## config.mk

```make
export PLATFORM = sky130hd
export DESIGN_NAME = sacp_ctrl
export DESIGN_NICKNAME = d
export VERILOG_FILES = /design/src/rtl/sacp_pkg.sv /design/src/rtl/sacp_ctrl.sv
export SDC_FILE = /design/constraint.sdc
export NUM_CORES = 1
export LEC_CHECK = 0
export BUFFER_PORTS_ARGS = -buffer_cell sky130_fd_sc_hd__buf_2
export CORE_AREA = 2 2 39 41
export DETAILED_ROUTE_END_ITERATION = 12
export DIE_AREA = 0 0 41 43
export PLACE_DENSITY = 0.42
export SYNTH_ARGS = -nofsm -noshare
export SYNTH_HDL_FRONTEND = slang
export SYNTH_SLANG_ARGS = --single-unit
export TNS_END_PERCENT = 20
```

## constraint.sdc

```tcl
create_clock -name aclk -period 1.44 [get_ports aclk]
set_clock_uncertainty 0.15 [all_clocks]
set_input_delay 0.144 -clock aclk [delete_from_list [all_inputs] [get_ports aclk]]
set_output_delay 0.144 -clock aclk [all_outputs]
set_load 0.02 [all_outputs]
```

## src/rtl/sacp_pkg.sv

```systemverilog
// Shared types, constants and helpers for the set-associative cache with prefetch.
package sacp_pkg;

    localparam int MAX_SETS_DEF  = 256;
    localparam int MAX_WAYS_DEF  = 16;
    localparam int ADDR_BITS_DEF = 48;

    localparam int CNT_BITS   = 32;
    localparam int CFG_IDX_W  = 3;
    localparam int CFG_DATA_W = 5;

    localparam logic [3:0] BLK_SHIFT_RST  = 4'd6;
    localparam logic [3:0] INDEX_BITS_RST = 4'd0;
    localparam logic [4:0] WAYS_RST       = 5'd1;

    typedef enum logic [CFG_IDX_W-1:0] {
        CFG_BLK_SHIFT   = 3'd0,
        CFG_INDEX_BITS  = 3'd1,
        CFG_WAYS        = 3'd2,
        CFG_REPLACE_LRU = 3'd3,
        CFG_PREFETCH_ON = 3'd4
    } cfg_reg_t;

    typedef struct packed {
        logic [3:0] blk_shift;
        logic [3:0] index_bits;
        logic [4:0] ways;
        logic       replace_lru;
        logic       prefetch_on;
    } cfg_t;

    typedef enum logic [2:0] {
        ST_IDLE,
        ST_DLOOK,
        ST_DCHK,
        ST_PLOOK,
        ST_PCHK,
        ST_DONE
    } state_t;

    typedef struct packed {
        logic load;
        logic mem_rd;
        logic lookup;
        logic demand;
        logic out_load;
    } cmd_t;

    typedef struct packed {
        logic row_hit;
        logic pf_on;
    } status_t;

    function automatic logic [CNT_BITS-1:0] sat_inc(input logic [CNT_BITS-1:0] c);
        return (c == {CNT_BITS{1'b1}}) ? c : c + 1'b1;
    endfunction

endpackage

```

## src/rtl/sacp_ctrl.sv

```systemverilog
// Access sequencer: demand lookup, optional prefetch lookup, result hand-off.
module sacp_ctrl (
    input  logic              aclk,
    input  logic              aresetn,
    input  logic              s_valid,
    output logic              s_ready,
    output logic              m_valid,
    input  logic              m_ready,
    input  sacp_pkg::status_t status,
    output sacp_pkg::cmd_t    cmd
);

    sacp_pkg::state_t state_reg, state_next;
    logic             m_valid_reg, m_valid_next;
    logic             out_free;

    assign out_free = !m_valid_reg || m_ready;
    assign m_valid  = m_valid_reg;
    assign s_ready  = (state_reg == sacp_pkg::ST_IDLE);

    always_comb begin
        state_next = state_reg;
        unique case (state_reg)
            sacp_pkg::ST_IDLE:  if (s_valid) state_next = sacp_pkg::ST_DLOOK;
            sacp_pkg::ST_DLOOK: state_next = sacp_pkg::ST_DCHK;
            sacp_pkg::ST_DCHK: begin
                if (!status.row_hit && status.pf_on) state_next = sacp_pkg::ST_PLOOK;
                else state_next = sacp_pkg::ST_DONE;
            end
            sacp_pkg::ST_PLOOK: state_next = sacp_pkg::ST_PCHK;
            sacp_pkg::ST_PCHK:  state_next = sacp_pkg::ST_DONE;
            sacp_pkg::ST_DONE:  if (out_free) state_next = sacp_pkg::ST_IDLE;
            default:            state_next = sacp_pkg::ST_IDLE;
        endcase
    end

    always_comb begin
        cmd = '0;
        unique case (state_reg)
            sacp_pkg::ST_IDLE:  cmd.load = s_valid;
            sacp_pkg::ST_DLOOK: cmd.mem_rd = 1'b1;
            sacp_pkg::ST_DCHK: begin
                cmd.lookup = 1'b1;
                cmd.demand = 1'b1;
            end
            sacp_pkg::ST_PLOOK: cmd.mem_rd = 1'b1;
            sacp_pkg::ST_PCHK:  cmd.lookup = 1'b1;
            sacp_pkg::ST_DONE:  cmd.out_load = out_free;
            default: ;
        endcase
    end

    always_comb begin
        m_valid_next = m_valid_reg;
        if (cmd.out_load) m_valid_next = 1'b1;
        else if (m_ready) m_valid_next = 1'b0;
    end

    always_ff @(posedge aclk) begin
        if (!aresetn) begin
            state_reg   <= sacp_pkg::ST_IDLE;
            m_valid_reg <= 1'b0;
        end else begin
            state_reg   <= state_next;
            m_valid_reg <= m_valid_next;
        end
    end

endmodule

```

Word-level counts from Yosys, hierarchy flattened
Index checks and enable logic that the tools add are counted.
W data, S select, Z words.
{"block": "classes", "mux": 11, "reduce_logical": 9, "eq_ne": 7}
{"cell": "$pmux W3 S6", "n": 1}
{"cell": "$mux W3", "n": 3}
{"cell": "$mux W1", "n": 7}
{"cell": "$eq A3 B2 Y1 const B", "n": 2}
{"cell": "$eq A3 B3 Y1 const B", "n": 2}
{"cell": "$ne A2 B2 Y1 const B", "n": 2}
{"cell": "$reduce_or A2 Y1", "n": 2}
{"cell": "$eq A3 B1 Y1 const B", "n": 1}
{"cell": "$logic_not A3 Y1", "n": 1}
{"cell": "$logic_not A1 Y1", "n": 2}
{"cell": "$reduce_and A2 Y1", "n": 1}
{"cell": "$reduce_bool A2 Y1", "n": 1}
{"cell": "$logic_and A1 B1 Y1", "n": 1}
{"cell": "$logic_or A1 B1 Y1", "n": 1}
{"block": "word_totals", "in_bits": 6, "regBits": 4}

Logic depth before layout (Yosys ltp)
{"block": "depth", "word_depth": 4, "depth_mapped": 4, "depth_no_buf": 3}

Least setup slack after synthesis
OpenSTA, ideal clock, no wires.
{"block": "synth_timing", "kind": "reg2out", "startpoint": "register state_reg[0]", "endpoint": "output cmd[4] (netlist name)", "path_buffers": 0, "arrival_ns": 1.232, "path_stages_with_launch": 3, "setup_slack_ns": -0.086, "cell_sequence": "dfxtp_1 -> nor3_1 -> and2_1"}
{"element": "from (decl)", "line": "sacp_ctrl.sv:13", "rtl": "sacp_pkg::state_t state_reg, state_next;"}
{"element": "from (signal assigned)", "line": "sacp_ctrl.sv:61", "rtl": "state_reg <= sacp_pkg::ST_IDLE;"}
{"element": "from (signal assigned)", "line": "sacp_ctrl.sv:64", "rtl": "state_reg <= state_next;"}
{"element": "to (decl)", "line": "sacp_ctrl.sv:10", "rtl": "output sacp_pkg::cmd_t cmd"}

==> results.md <==
- Status: finished, final reports clean
- CTS tree: done
- Proportion of netlist area held by the largest area contributor: 0.354
- CP max stage delay: between 0.3 and 0.4 ns
- Worst-case hold slack: 0.0135 ns
- Class of the tightest hold or removal check: primary input to flip-flop
- Insertion delay to the later sink of the worst-skew pair: approximately 0.23 ns
- Hpwl dp: about 410 um
- Number of clock sinks seen by CTS: 4
- Top flip-flop cell by instance count after synthesis: dfxtp_1
- Cell count after synthesis: 29
- Final WL: ~490 um
- Area growth syn-to-layout: 48.6%
- Detail-routed via count per cell: between 4 and 5
- Final setup TNS: 0 ns
- Start-to-end type of the worst setup path: flip-flop to output port
- Number of violations of the max-capacitance limit: 0
- Crit path cell chain: nand2b_1, a21oi_1, buf_2
- Pin count of the biggest net entering global routing: 9
- WL per Instance: slightly above 8 um
- Number of synthesis warnings: 0
- Slew HR: 0.890
- Most frequent cell after synthesis: dfxtp_1
- Via count: roughly 240
- Netlist area before placement: between 200 and 250 um^2
- Critical path required time: approximately 1.2 ns
- Number of synthesized register bits: 4
- Total setup violations reported at the end of the flow: 0
- Maximum clock rate: about 700 MHz
- Part of the Yosys area used for sequential elements: 0.354
- Vias in the first global route: 211
- Count of inserted antenna diode cells: 0
- Number of design rule violations left after detail routing: 0
- Dominant cell type by area after synthesis: dfxtp_1
- Setup bufs post-CTS: 0
- Min cycle time layout: roughly 1.4 ns
- Post-synthesis average cell area: a little under 8 um^2
- Number of unique standard cell types used by synthesis: 14
- Total power per unit cell area: between 1000 and 1500 nW/um^2
- Total congestion overflow after global routing: 0
- EDFF count, synth: 0
- Number of placement rows: 14
- Cts bufs inserted: 3
- Max FFs per register: 3
- Placer Congestion: around 0.63
- Core Box Area: around 1400 um^2
- Number of nets in the final layout: between 50 and 60
- IO Count: 13
- Overall Global Routing Usage: 0.0773
- Horiz. Die Dim: roughly 41 um
- Max Fanout on Critical Path: 7
- Height of the chip: ~43 um
- Final count of pins violating max slew: 0
- Maximum clock path buffer count: 2
- CP bufs+invs: 1
- Die Footprint: 1760 um^2
- RSZ-0062 raised after global routing: yes
- Type of origin of the critical path: flip-flop
- Capturing element type of the critical path: output port
- Initial antenna violation count: 0
- Cell family contributing the most delay on the critical path: flip-flops
- Data arrival, critical path: 1.10 ns
- Initial Utilization: 0.164
- Number of antenna-violating nets in the routed design: 0
- Detailed Routing Iterations Pass 1: 1
- Share of synthesized registers carrying an async set or reset: 0
- Register clock-pin slew on the reported worst setup and hold paths: 0.04 ns
- Share of layout cells above drive strength 1: 0.488
- Worst-margin pin slew: 0.164 ns
- IO buf count: 12
- Dominant cells by area after synthesis: dfxtp_1 (35%), and3_1 (8.3%), nand2b_1 (8.3%), a21oi_1 (6.6%), and2_1 (5.5%)
- Post-Syn Nets: 35
- Cell type of the slowest stage on the worst timing path: dfxtp_2
- Top cell types by occurrence after synthesis: dfxtp_1 (4), a21oi_1 (3), and3_1 (3), nand2b_1 (3), nor2_1 (3)
- First-pass GRT wire length: 841 um
- Number of hold violations in the final report: 0
- Master cell of the clock root buffer: clkbuf_4
- Period Utilization, post-route: 0.966
- # H-tree levels: 1
- Final core utilization: 0.243
- Worst voltage drop across the vdd grid: between 0.2 and 0.3 mV
- Count of routing violations after the opening detailed-route iteration: 0
- Leakage: around 0.16 nW
==> worst paths after layout <==
check / start / end / slack (ns) / depth (start not counted)
hold reg to reg: state_reg[2] / state_reg[1] / 0.46 / 2
setup / recovery: state_reg[1] / cmd[2] / 0.05 / 3
hold / removal: aresetn / m_valid / 0.01 / 2
setup reg to reg: state_reg[0] / state_reg[1] / 0.26 / 3
==> logic make-up (layout without fill, tap and decap cells) <==
family	Yosys count	in the layout	synth area share
AND/OR/NAND/NOR	15	15	0.387
flip-flops	4	4	0.354
AO/OA/AOI/OAI	6	6	0.144
buffers and inverters	3	17	0.0663
multiplexers	1	1	0.0497
==> layer usage <==
metal,share of wire,wire length (um),vias up,global-route usage
met2,0.52,250,5,0.0969
met3,0.066,32,0,0.0785
met4,0,0,0,0.0400
met5,0,0,-,0
met1,0.42,202,107,0.0804
li1,-,-,127,-
==> metrics by stage <==
stage / area (um^2) / power (mW) / instances / setup slack (ns)
5_1_grt: 337 / 0.386 / 59 / -0.0104
6_report: 337 / 0.348 / 59 / 0.0493
3_5_place_dp: 304 / 0.212 / 56 / 0.196
2_1_floorplan: 231 / 0.184 / 29 / 0.114
4_1_cts: 328 / 0.354 / 59 / 0.0139
3_3_place_gp: 304 / 0.214 / 56 / 0.178
==> cells in the final DEF (no fill, tap or decap) <==
cell type / netlist / final
dfxtp_1: 4 / 1
dfxtp_2: 0 / 3
nor2_1: 3 / 3
nand2b_1: 3 / 3
inv_1: 2 / 2
o21a_1: 1 / 1
o21ai_0: 2 / 2
nand2_1: 1 / 1
clkbuf_4: 0 / 3
mux2_2: 1 / 1
nor3_4: 0 / 1
a21oi_1: 3 / 3
nor3_1: 2 / 1
buf_2: 0 / 12
nor3b_2: 1 / 1
and3_1: 3 / 3
and2_1: 2 / 2
==> layout make-up <==
cell class              count  area [um^2]
flip-flops and latches      4         83.8
well taps                  16         20.0
inverters                   2         7.51
repair buffers             12         60.1
clock buffers               3         22.5
multi-input cells          22          143
fillers                   168         1050
==> report_power, final <==
part | switching (mW) | internal [mW]
Combinational | 0.0429 | 0.0378
Clock | 0.0401 | 0.0928
Sequential | 0.0146 | 0.120
Total | 0.0977 | 0.250
==> timing repair <==
item | CTS | global route
pin swaps | 0 | 1
setup endpoints to repair | 1 | 4
gates resized for setup | 1 | 3
hold buffers | 0 | 0
(Power assumes the default switching activity.)
