==> config.mk <==
export PLATFORM = sky130hd
export DESIGN_NAME = sacp_cfg_regs
export DESIGN_NICKNAME = d
export VERILOG_FILES = /design/src/rtl/sacp_pkg.sv /design/src/rtl/sacp_cfg_regs.sv
export SDC_FILE = /design/constraint.sdc
export NUM_CORES = 1
export LEC_CHECK = 0
export BUFFER_PORTS_ARGS = -buffer_cell sky130_fd_sc_hd__buf_4
export CELL_PAD_IN_SITES_DETAIL_PLACEMENT = 0
export CELL_PAD_IN_SITES_GLOBAL_PLACEMENT = 2
export CORE_ASPECT_RATIO = 0.75
export CORE_MARGIN = 2
export CORE_UTILIZATION = 26
export DETAILED_ROUTE_END_ITERATION = 8
export HOLD_SLACK_MARGIN = 0.06
export MAX_ROUTING_LAYER = met4
export PLACE_DENSITY_LB_ADDON = 0.12
export SLEW_MARGIN = 20
export SYNTH_ARGS = -nofsm -noshare
export SYNTH_HDL_FRONTEND = slang
export SYNTH_SLANG_ARGS = --single-unit
==> constraint.sdc <==
create_clock -name aclk -period 0.8 [get_ports aclk]
set_input_delay 0.04 -clock aclk [delete_from_list [all_inputs] [get_ports aclk]]
set_output_delay 0.04 -clock aclk [all_outputs]
set_load 0.005 [all_outputs]
==> src/rtl/sacp_pkg.sv <==
// Shared types, constants and helpers for the set-associative cache with prefetch.
package sacp_pkg;

    localparam int MAX_SETS_DEF  = 256;
    localparam int MAX_WAYS_DEF  = 16;
    localparam int ADDR_BITS_DEF = 48;

    localparam int CNT_BITS   = 32;
    localparam int CFG_IDX_W  = 3;
    localparam int CFG_DATA_W = 5;

    localparam logic [3:0] BLK_SHIFT_RST  = 4'd6;
    localparam logic [3:0] INDEX_BITS_RST = 4'd0;
    localparam logic [4:0] WAYS_RST       = 5'd1;

    typedef enum logic [CFG_IDX_W-1:0] {
        CFG_BLK_SHIFT   = 3'd0,
        CFG_INDEX_BITS  = 3'd1,
        CFG_WAYS        = 3'd2,
        CFG_REPLACE_LRU = 3'd3,
        CFG_PREFETCH_ON = 3'd4
    } cfg_reg_t;

    typedef struct packed {
        logic [3:0] blk_shift;
        logic [3:0] index_bits;
        logic [4:0] ways;
        logic       replace_lru;
        logic       prefetch_on;
    } cfg_t;

    typedef enum logic [2:0] {
        ST_IDLE,
        ST_DLOOK,
        ST_DCHK,
        ST_PLOOK,
        ST_PCHK,
        ST_DONE
    } state_t;

    typedef struct packed {
        logic load;
        logic mem_rd;
        logic lookup;
        logic demand;
        logic out_load;
    } cmd_t;

    typedef struct packed {
        logic row_hit;
        logic pf_on;
    } status_t;

    function automatic logic [CNT_BITS-1:0] sat_inc(input logic [CNT_BITS-1:0] c);
        return (c == {CNT_BITS{1'b1}}) ? c : c + 1'b1;
    endfunction

endpackage

==> src/rtl/sacp_cfg_regs.sv <==
// Configuration register file.
module sacp_cfg_regs (
    input  logic                                 aclk,
    input  logic                                 aresetn,
    input  logic                                 cfg_valid,
    output logic                                 cfg_ready,
    input  logic [sacp_pkg::CFG_IDX_W-1:0]       cfg_index,
    input  logic [sacp_pkg::CFG_DATA_W-1:0]      cfg_data,
    output sacp_pkg::cfg_t                       cfg
);

    sacp_pkg::cfg_t cfg_reg;

    assign cfg_ready = 1'b1;
    assign cfg       = cfg_reg;

    always_ff @(posedge aclk) begin
        if (!aresetn) begin
            cfg_reg.blk_shift   <= sacp_pkg::BLK_SHIFT_RST;
            cfg_reg.index_bits  <= sacp_pkg::INDEX_BITS_RST;
            cfg_reg.ways        <= sacp_pkg::WAYS_RST;
            cfg_reg.replace_lru <= 1'b0;
            cfg_reg.prefetch_on <= 1'b0;
        end else if (cfg_valid) begin
            unique case (cfg_index)
                sacp_pkg::CFG_BLK_SHIFT:   cfg_reg.blk_shift   <= cfg_data[3:0];
                sacp_pkg::CFG_INDEX_BITS:  cfg_reg.index_bits  <= cfg_data[3:0];
                sacp_pkg::CFG_WAYS:        cfg_reg.ways        <= cfg_data;
                sacp_pkg::CFG_REPLACE_LRU: cfg_reg.replace_lru <= cfg_data[0];
                sacp_pkg::CFG_PREFETCH_ON: cfg_reg.prefetch_on <= cfg_data[0];
                default: ;
            endcase
        end
    end

endmodule

Word-level counts from Yosys, hierarchy flattened
Index checks and enable logic that the tools add are counted.

storage, ports and cells
  flip-flop bits (word level) = 15
  input port bits = 11
  output and inout bits = 16
  word-level logic and storage cells = 15

operators by class
  equal/unequal tests = 4
  reduce and logical (&&, ||, !) cells = 6

operators by type and width
  cell                                                                    count
  2-bit AND reduction                                                     5
  3-bit by 2-bit equality test with 1-bit output (second input constant)  2
  3-bit by 1-bit equality test with 1-bit output (second input constant)  1
  3-bit equality test (second input constant)                             1
  3-bit logical NOT                                                       1

Depth between registers and ports, before layout
Gate-level depths: netlist of run 1.

  depth in word-level cells = 2
  depth in mapped cells = 3
  gate-level depth less buffers = 2

Least setup slack after synthesis of run 1
No wires, ideal clock.

  path kind = input to register
  from = input cfg_index[0] (netlist name)
  to = register cfg_reg (netlist bit cfg[11])
  setup time = 72 ps
  arrival time = 632 ps
  data required time = 728 ps
  path slack = 97 ps
  stages = 2
  buffers on the path = 0
  cell sequence = nor4b_4 -> mux2i_1

on the way
  cells in the longest elaborated chain, start to end = 2

ends and longest elaborated chain
  item                           line                 text
  start, declared                sacp_cfg_regs.sv:7   input logic [sacp_pkg::CFG_IDX_W-1:0] cfg_index,
  3-bit logical NOT              sacp_cfg_regs.sv:25  unique case (cfg_index)
  2-bit AND reduction (no line)  -
  end, declared                  sacp_cfg_regs.sv:12  sacp_pkg::cfg_t cfg_reg;

Every way passes these cells.
A chain may end at the register's enable or synchronous reset.

Final worst setup path of run 1
  from = register cfg_reg (netlist bit cfg[10])
  to = output cfg[10] (netlist name)

RTL lines
  item           line                text
  end, declared  sacp_cfg_regs.sv:9  output sacp_pkg::cfg_t cfg

No word-level cell between the ends.

==> qor.yml, run 1 <==
status:
  status: "finished clean"
route:
  dr_wl_met2_um: 619
  wirelength_met1_um: 737
  drt_iter0_markers: 10
  dr_wl_met3_um: 75
  highest_layer: "met4"
  route.detailed.drc: 0
  wl_per_cell_um: 10.8
  vias: 560
  postRouteAntennaNets: 0
  first_pass_iters: 4
  drt_wl_total_um: 1450
  via_per_inst: 4.18
logic_synthesis:
  synth-seq-area-share_pct: 46.2
  ys_warn_count: 0
  syn-num-nets: 75
  synth.avg_cell_area_um2: 10.1
  netlist_area_um2: 649
  syn-instance-count: 64
  synth_seq_cells: 15
  ys_types: 12
placement:
  dp.cells: 123
  pre_cts_slack_ps: -179
  gp_congestion: 0.639
  hpwl_um: 1070
  port_buffers: 25
  placed_cell_area_um2: 888
finish:
  largest_register_ffs: 15
  fin_util_pct: 45.4
  syn_to_final_growth_pct: 62.6
  num_antenna_cells: 0
  stdcell_count: 134
  drive_gt1_share_pct: 53.0
  fin_area_mm2: 0.00106
  final_net_count: 112
timing:
  grt_setup_unrepaired: "true"
  fin_setup_tns_ps: 0
  setup_ws_ps: 25.3
  final.period_utilization_pct: 96.8
  hold_viol_final: 0
  setup_violations: 0
  max_freq_ghz: 1.29
  final_max_slew_viol_count: 0
  fin_crit_ps: 775
  fin_skew_ps: 0
worst_hold_path:
  min_path_type: "input pin to flip-flop"
global_routing:
  grt_first_pass_wirelength_um: 2320
  antenna_found_initial: 0
  grt.overflow.total: 0
  grt_pass1_vias: 522
  grt.total_usage_pct: 11.8
  grt_max_degree: 24
clock_tree:
  cts_sinks: 15
  cts_tree: "done"
  insertion_delay_ps: 290
  cts-htree-levels: 1
  clk_pin_slew_ps: 100
  cts.path.max_buffers: 2
  numCtsBuffers: 3
  cts_root_buf: "clkbuf_4"
worst_setup_path:
  max_stage_delay_ps: 340
  crit_slowest_cell: "dfxtp_2"
  path_cells: "buf_6"
  start_kind: "flip-flop"
  arrival_ps: 730
  path_delay_family: "flip-flops"
  cp.required_ps: 760
  worst-path-buf-inv: 1
  critPathMaxFanout: 2
  cp-end-kind: "output port"
  worstSetupPathType: "flip-flop to output port"
power:
  power_leakage_nw: 0.435
  power_per_cell_area_mw_per_mm2: 1340
  vdd_ir_drop_max_mv: 0.660
floorplan:
  ios: 27
  core-area_mm2: 0.00233
  initial_core_util_pct: 27.9
  dieArea_mm2: 0.00292
  core.rowCount: 15
  dieHeight_um: 47.3
  dieWidth_um: 61.7
run:
  drv_cap: 0
==> layout by cell type, fill, tap and decap left out, drive strengths merged <==
cell,Yosys,final
buf,5,32
nor4bb,2,2
dlygate4sd3,0,5
and4bb,1,1
clkinv,0,1
nand4b,1,1
nand2,17,17
nor2b,6,6
clkbuf,0,3
nor4b,1,1
mux2i,15,15
conb,1,1
dfxtp,15,15
==> repair_timing <==
action                                  CTS  global route
hold endpoints to repair                 10             0
pin swaps                                 0             0
gates resized for setup                   9            21
endpoints found under the setup margin    6            15
hold buffers                              5             0
setup buffers                             0             2
==> power by group <==
group	switching, W	internal [W]	leakage [nW]	total, W
sequential	0.0000113	0.000766	0.126	0.000777
combinational	0.0000767	0.000122	0.291	0.000199
clock	0.000253	0.000186	0.0177	0.000439
==> layout make-up <==
class / instances / area (um^2)
well taps: 34 / 42.5
clock buffers: 3 / 22.5
flip-flops and latches: 15 / 319
repair buffers: 37 / 347
multi-input cells: 44 / 320
fillers: 247 / 1270
clock inverters: 1 / 5.00
==> path summary, 6_finish.rpt <==
check / start / to / slack [ps] / cells after the start
worst max-delay path: cfg[10]$_SDFFE_PN0P_ / cfg[10] / 30 / 1
worst min-delay path: cfg_valid / cfg[1]$_SDFFE_PN0P_ / 90 / 3
worst max register to register: cfg[10]$_SDFFE_PN0P_ / cfg[10]$_SDFFE_PN0P_ / 120 / 3
worst min register to register: cfg[6]$_SDFFE_PN0P_ / cfg[6]$_SDFFE_PN0P_ / 470 / 2
==> cells in the mapped netlist <==
| library cell | instances | share of area (%) |
|---|---|---|
| nor2b_1 | 6 | 5.8 |
| buf_4 | 2 | 2.3 |
| and4bb_2 | 1 | 1.9 |
| dfxtp_1 | 15 | 46 |
| nand4b_1 | 1 | 1.3 |
| nand2_1 | 17 | 9.8 |
| mux2i_1 | 15 | 23 |
| nor4b_4 | 1 | 3.7 |
| buf_1 | 1 | 0.58 |
| conb_1 | 1 | 0.58 |
| buf_2 | 2 | 1.5 |
| nor4bb_1 | 2 | 3.1 |
==> stage by stage <==
step | hold slack, ps | total power [W]
2_1_floorplan | 182 | 0.000863
3_3_place_gp | 307 | 0.000958
3_5_place_dp | 315 | 0.000958
4_1_cts | 90.9 | 0.00143
5_1_grt | 92.7 | 0.00149
6_report | 86.8 | 0.00141
==> logic make-up (layout without fill, tap and decap cells) <==
group	Yosys count	count (layout)	synth area share [%]
muxes	15	15	23.1
DFF	15	15	46.2
buffers and inverters	5	41	4.43
other	1	1	0.577
and+or+nand+nor	28	28	25.6
==> layer usage <==
layer,GRT usage [%],vias to the layer above
li1,-,288
met1,16.0,255
met2,15.2,15
met3,4.96,2
met4,5.11,0
met5,-,-
Note: power is estimated with default switching activity, not from simulation.
==> run 2, diff against run 1 <==
Settings changed: ABC_AREA set to 1, CORE_UTILIZATION 26 to 23.
==> qor.yml, run 2 <==
status:
  status: "finished clean"  # unchanged
placement:
  gp_congestion: 0.700  # was 0.639
  hpwl_um: 1270  # was 1070 um
  port_buffers: 25  # unchanged
  dp.cells: 165  # was 123
  pre_cts_slack_ps: 30.4  # was -179 ps
timing:
  fin_skew_ps: 0  # unchanged
  fin_setup_tns_ps: 0  # unchanged
  hold_viol_final: 0  # unchanged
  setup_violations: 0  # unchanged
  fin_crit_ps: 736  # was 775 ps
  max_freq_ghz: 1.36  # was 1.29 GHz
  grt_setup_unrepaired: "false"  # was true
  setup_ws_ps: 63.8  # was 25.3 ps
  final.period_utilization_pct: 92.0  # was 96.8%
  final_max_slew_viol_count: 0  # unchanged
clock_tree:
  cts_sinks: 15  # unchanged
  clk_pin_slew_ps: 60  # was 100 ps
  cts.path.max_buffers: 2  # unchanged
  cts-htree-levels: 1  # unchanged
  ctsResizeCount: 0  # was 9
  cts.hold.buffers_added: 3  # was 5
  cts_setup_buffers: 0  # unchanged
  cts_root_buf: "clkbuf_8"  # was clkbuf_4
  numCtsBuffers: 3  # unchanged
  insertion_delay_ps: 240  # was 290 ps
  cts_tree: "done"  # unchanged
finish:
  drive_gt1_share_pct: 27.9  # was 53.0%
  stdcell_count: 172  # was 134
  final_net_count: 148  # was 112
  num_antenna_cells: 0  # unchanged
  largest_register_ffs: 15  # unchanged
  final_common_cell: "buf_4"
  final_cell_mix: "29 x buf_4, 26 x nand2_1, 26 x nor2_1"  # was 17 x nand2_1, 17 x buf_4, 15 x mux2i_1, 15 x dfxtp_2, 15 x buf_6
  syn_to_final_growth_pct: 50.5  # was 62.6%
power:
  p_sw_w: 0.000393  # was 0.000341 W
  internal-power_w: 0.00126  # was 0.00107 W
  clockPowerShare_pct: 36.9  # was 31.0%
  swShare_pct: 23.8  # was 24.1%
  power_leakage_nw: 0.509  # was 0.435 nW
  power_per_cell_area_mw_per_mm2: 1640  # was 1340 mW/mm^2
  vdd_ir_drop_max_mv: 0.711  # was 0.660 mV
  seqPwrFrac_pct: 47.7  # was 54.9%
  p_comb_share_pct: 15.5  # was 14.0%
global_routing:
  grt_pass1_vias: 646  # was 522
  antenna_found_initial: 0  # unchanged
  grt.total_usage_pct: 11.7  # was 11.8%
  grt_first_pass_wirelength_um: 2860  # was 2320 um
  grt_max_degree: 16  # was 24
  grt.overflow.total: 0  # unchanged
run:
  drv_cap: 0  # unchanged
logic_synthesis:
  synth_edf_count: 0  # unchanged
  synth.avg_cell_area_um2: 6.56  # was 10.1 um^2
  synth.area.mux_share_pct: 0  # was 23.1%
  yosys.area.top_type: "dfxtp_1"  # unchanged
  synthTopCellsByArea: "dfxtp_1 45%, nand2_1 15%, nor2_1 15%"  # was dfxtp_1 46%, mux2i_1 23%, nand2_1 9.8%
  async_flop_share_pct: 0  # unchanged
  syn-instance-count: 102  # was 64
  synth_top_family_by_area: "simple AND/OR/NAND/NOR gates"  # unchanged
  synth_compound_area_share_pct: 1.50  # was 0%
  yosysTopAreaCellShare_pct: 44.9  # was 46.2%
  synth_seq_cells: 15  # unchanged
  syn-num-nets: 113  # was 75
  ys_types: 12  # unchanged
  synthSimpleGateAreaFrac_pct: 43.9  # was 25.6%
  netlist_area_um2: 669  # was 649 um^2
  synth_ff_type: "dfxtp_1"  # unchanged
  ys_warn_count: 0  # unchanged
  synth-seq-area-share_pct: 44.9  # was 46.2%
  synth_xor_area_share_pct: 0  # unchanged
  synthTopCellsByCount: "26 x nand2_1, 26 x nor2_1, 15 x dfxtp_1, 15 x nand3_1, 9 x inv_1"  # was 17 x nand2_1, 15 x dfxtp_1, 15 x mux2i_1
  synth_adder_area_share_pct: 0  # unchanged
worst_setup_path:
  r2r_end: "cfg[0]$_SDFFE_PN0P_"  # was cfg[10]$_SDFFE_PN0P_
  crit_path_start: "cfg[10]$_SDFFE_PN0P_"  # unchanged
  max_stage_delay_ps: 340  # about the same
  start_kind: "flip-flop"  # unchanged
  ff2ff_setup_slack_ps: 220  # was 120 ps
  arrival_ps: 700  # was 730 ps
  path_cells: "buf_4"  # was buf_6
  timing.rr.start: "cfg[0]$_SDFFE_PN0P_"  # was cfg[10]$_SDFFE_PN0P_
  path_delay_family: "flip-flops"  # unchanged
  cp.required_ps: 760  # about the same
  rr_worst_depth: 2  # was 3
  critPathMaxFanout: 2  # unchanged
  crit_slowest_cell: "dfxtp_1"  # was dfxtp_2
  worstSetupPathType: "flip-flop to output port"  # unchanged
  cp-end-kind: "output port"  # unchanged
  worst-path-buf-inv: 1  # unchanged
route:
  postRouteAntennaNets: 0  # unchanged
  drt_iter0_markers: 31  # was 10
  via_per_inst: 3.99  # was 4.18
  drt_wl_total_um: 1640  # was 1450 um
  wl_per_cell_um: 9.53  # was 10.8 um
  route.detailed.drc: 0  # unchanged
  vias: 687  # was 560
  first_pass_iters: 4  # unchanged
worst_hold_path:
  min_path_type: "input pin to flip-flop"  # unchanged
  holdCritStartpoint: "aresetn"  # was cfg_valid
  whs_path_depth: 2  # was 3
  hold_path_end: "cfg[13]$_SDFFE_PN1P_"  # was cfg[1]$_SDFFE_PN0P_
floorplan:
  dieHeight_um: 50.7  # was 47.3 um
  ios: 27  # unchanged
  dieWidth_um: 66.3  # was 61.7 um
  initial_core_util_pct: 25.0  # was 27.9%
  core-area_mm2: 0.00268  # was 0.00233 mm^2
  dieArea_mm2: 0.00336  # was 0.00292 mm^2
  core.rowCount: 16  # was 15
-- run 2: metal layers --
metal / track usage [%] / vias up / share of wire [%]
met2: 17.0 / 17 / 39
met5: - / - / 0
met3: 5.38 / 2 / 7.3
met1: 15.1 / 291 / 53
li1: - / 377 / -
met4: 2.04 / 0 / 0.49
-- run 2: final cells by class --
type                    count  area [um^2]
fillers                   322         1680
multi-input cells          73          308
flip-flops and latches     15          300
repair buffers             33          268
clock buffers               4         45.0
well taps                  36         45.0
inverters                  11         41.3
-- run 2: worst max path at each step --
| stage | endpoint | cells after the start | slack (ps) |
|---|---|---|---|
| after floorplan | cfg[2]$_SDFFE_PN1P_ | 6 | 180 |
| after global placement | cfg[5]$_SDFFE_PN0P_ | 6 | 30 |
| after detailed placement | cfg[3]$_SDFFE_PN0P_ | 6 | 30 |
| after CTS | cfg[10] | 1 | 50 |
| after global routing | cfg[10] | 1 | 10 |
| final | cfg[10] | 1 | 60 |
-- run 2: power groups by stage --
stage	clock, W	combinational, W	sequential (W)
final	0.000608	0.000255	0.000786
after floorplan	0	0.000114	0.000805
after CTS	0.000643	0.000260	0.000786
after global placement	0	0.000248	0.000803
after global routing	0.000699	0.000290	0.000789
after detailed placement	0	0.000248	0.000802
-- run 2: stage by stage --
step	hold slack, ps	cell area (um^2)	power (W)	util [%]
after CTS	79.4	1010	0.00169	37.5
after global placement	249	932	0.00105	34.7
after detailed placement	256	932	0.00105	34.7
after floorplan	153	669	0.000919	-
final	80.2	1010	0.00165	37.5
after global routing	75.1	1010	0.00178	37.5
-- run 2: cell families after synthesis --
family	after synthesis
buf+inv	14
other cells	1
flops	15
compound gates	2
simple gates	70
==> run 3, diff against run 2 <==
Settings changed: CORE_UTILIZATION 23 to 24, CTS_BUF_LIST set to sky130_fd_sc_hd__clkbuf_8, RECOVER_POWER set to 100.
==> qor.yml, run 3 (same netlist as run 2, synthesis figures left out) <==
status:
  status: "finished clean"  # unchanged
timing:
  final.period_utilization_pct: 94.9  # was 92.0%
  fin_skew_ps: 0  # unchanged
  hold_viol_final: 0  # unchanged
  fin_setup_tns_ps: 0  # unchanged
  grt_setup_unrepaired: "false"  # unchanged
  max_freq_ghz: 1.32  # was 1.36 GHz
  fin_crit_ps: 759  # was 736 ps
  setup_violations: 0  # unchanged
  final_max_slew_viol_count: 0  # unchanged
route:
  postRouteAntennaNets: 0  # unchanged
  wl_per_cell_um: 9.76  # was 9.53 um
  drt_iter0_markers: 10  # was 31
  route.detailed.drc: 0  # unchanged
  via_per_inst: 4.11  # was 3.99
  vias: 707  # was 687
  drt_wl_total_um: 1680  # was 1640 um
  first_pass_iters: 4  # unchanged
worst_setup_path:
  start_kind: "flip-flop"  # unchanged
  cp-end-kind: "output port"  # unchanged
  worstSetupPathType: "flip-flop to output port"  # unchanged
  cp.required_ps: 760  # about the same
  crit_slowest_cell: "dfxtp_1"  # unchanged
  path_cells: "buf_4"  # unchanged
  worst-path-buf-inv: 1  # unchanged
  arrival_ps: 720  # was 700 ps
  critPathMaxFanout: 2  # unchanged
  max_stage_delay_ps: 350  # was 340 ps
  path_delay_family: "flip-flops"  # unchanged
  ff2ff_setup_slack_ps: 220  # about the same
global_routing:
  grt.total_usage_pct: 12.1  # was 11.7%
  antenna_found_initial: 0  # unchanged
  grt_pass1_vias: 621  # was 646
  grt.overflow.total: 0  # unchanged
  grt_max_degree: 16  # unchanged
  grt_first_pass_wirelength_um: 2820  # was 2860 um
clock_tree:
  ctsResizeCount: 0  # unchanged
  cts_root_buf: "clkbuf_8"  # unchanged
  cts-htree-levels: 1  # unchanged
  clk_pin_slew_ps: 60  # about the same
  numCtsBuffers: 3  # unchanged
  cts_tree: "done"  # unchanged
  insertion_delay_ps: 240  # about the same
  cts.path.max_buffers: 2  # unchanged
  cts_sinks: 15  # unchanged
placement:
  hpwl_um: 1310  # was 1270 um
  gp_congestion: 0.707  # was 0.700
  port_buffers: 25  # unchanged
power:
  vdd_ir_drop_max_mv: 0.951  # was 0.711 mV
  power_per_cell_area_mw_per_mm2: 1630  # was 1640 mW/mm^2
  power_leakage_nw: 0.508  # was 0.509 nW
  finalPower_w: 0.00164  # was 0.00165 W
finish:
  drive_gt1_share_pct: 27.2  # was 27.9%
  largest_register_ffs: 15  # unchanged
  final_common_cell: "nor2_1"  # was buf_4
  syn_to_final_growth_pct: 49.7  # was 50.5%
  num_antenna_cells: 0  # unchanged
  final_net_count: 148  # unchanged
  final_cell_mix: "27 x nor2_1, 26 x nand2_1, 15 x nand3_1, 15 x dfxtp_1"  # was 29 x buf_4, 26 x nand2_1, 26 x nor2_1
floorplan:
  dieHeight_um: 49.7  # was 50.7 um
  dieWidth_um: 65.0  # was 66.3 um
  dieArea_mm2: 0.00323  # was 0.00336 mm^2
  ios: 27  # unchanged
  initial_core_util_pct: 25.5  # was 25.0%
  core-area_mm2: 0.00262  # was 0.00268 mm^2
  core.rowCount: 16  # unchanged
worst_hold_path:
  min_path_type: "input pin to flip-flop"  # unchanged
run:
  drv_cap: 0  # unchanged
-- run 3: area by class of cell --
type / instances / area (um^2)
clock buffer: 3 / 41.3
clock inverter: 1 / 3.75
sequential: 15 / 300
timing repair buffer: 33 / 265
multi-input combinational: 73 / 305
tap: 36 / 45.0
fill: 295 / 1620
inverter: 11 / 41.3
-- run 3: final timing paths --
kind                                            from                    to  cells after the start
worst max-delay path             cfg[9]$_SDFFE_PN0P_                cfg[9]                      1
worst min-delay path                         aresetn  cfg[13]$_SDFFE_PN1P_                      2
worst max register to register   cfg[0]$_SDFFE_PN0P_   cfg[0]$_SDFFE_PN0P_                      2
worst min register to register  cfg[13]$_SDFFE_PN1P_  cfg[13]$_SDFFE_PN1P_                      2
-- run 3: per-layer routing --
metal	wire length (um)	up-vias	track usage, %
met2	682	23	17.2
met1	880	305	16.0
met3	101	2	4.79
met5	0	-	-
li1	-	377	-
met4	13	0	3.19
-- run 3: power breakdown --
| part | switching [W] | leakage, nW | internal, W |
|---|---|---|---|
| Combinational | 0.000124 | 0.359 | 0.000126 |
| Clock | 0.000259 | 0.0269 | 0.000339 |
| Sequential | 0.0000125 | 0.122 | 0.000774 |
| Total | 0.000396 | 0.508 | 0.00124 |
-- run 3: repair_timing --
action                                  4_1_cts  5_1_grt
hold buffers                                  3        0
setup buffers                                 0        0
endpoints found under the setup margin        0        0
hold endpoints to repair                      3        0
-- run 3: through the flow --
stage / utilization (%) / std cells / hold WS [ps] / area (um^2) / worst slack [ps]
6_report: 38.2 / 172 / 83.3 / 1000 / 40.7
5_1_grt: 38.2 / 172 / 86.0 / 1000 / 7.03
4_1_cts: 38.4 / 172 / 81.7 / 1010 / 38.9
3_5_place_dp: 35.5 / 165 / 261 / 932 / 7.52
3_3_place_gp: 35.5 / 165 / 249 / 932 / 19.0
2_1_floorplan: - / 102 / 153 / 669 / 183
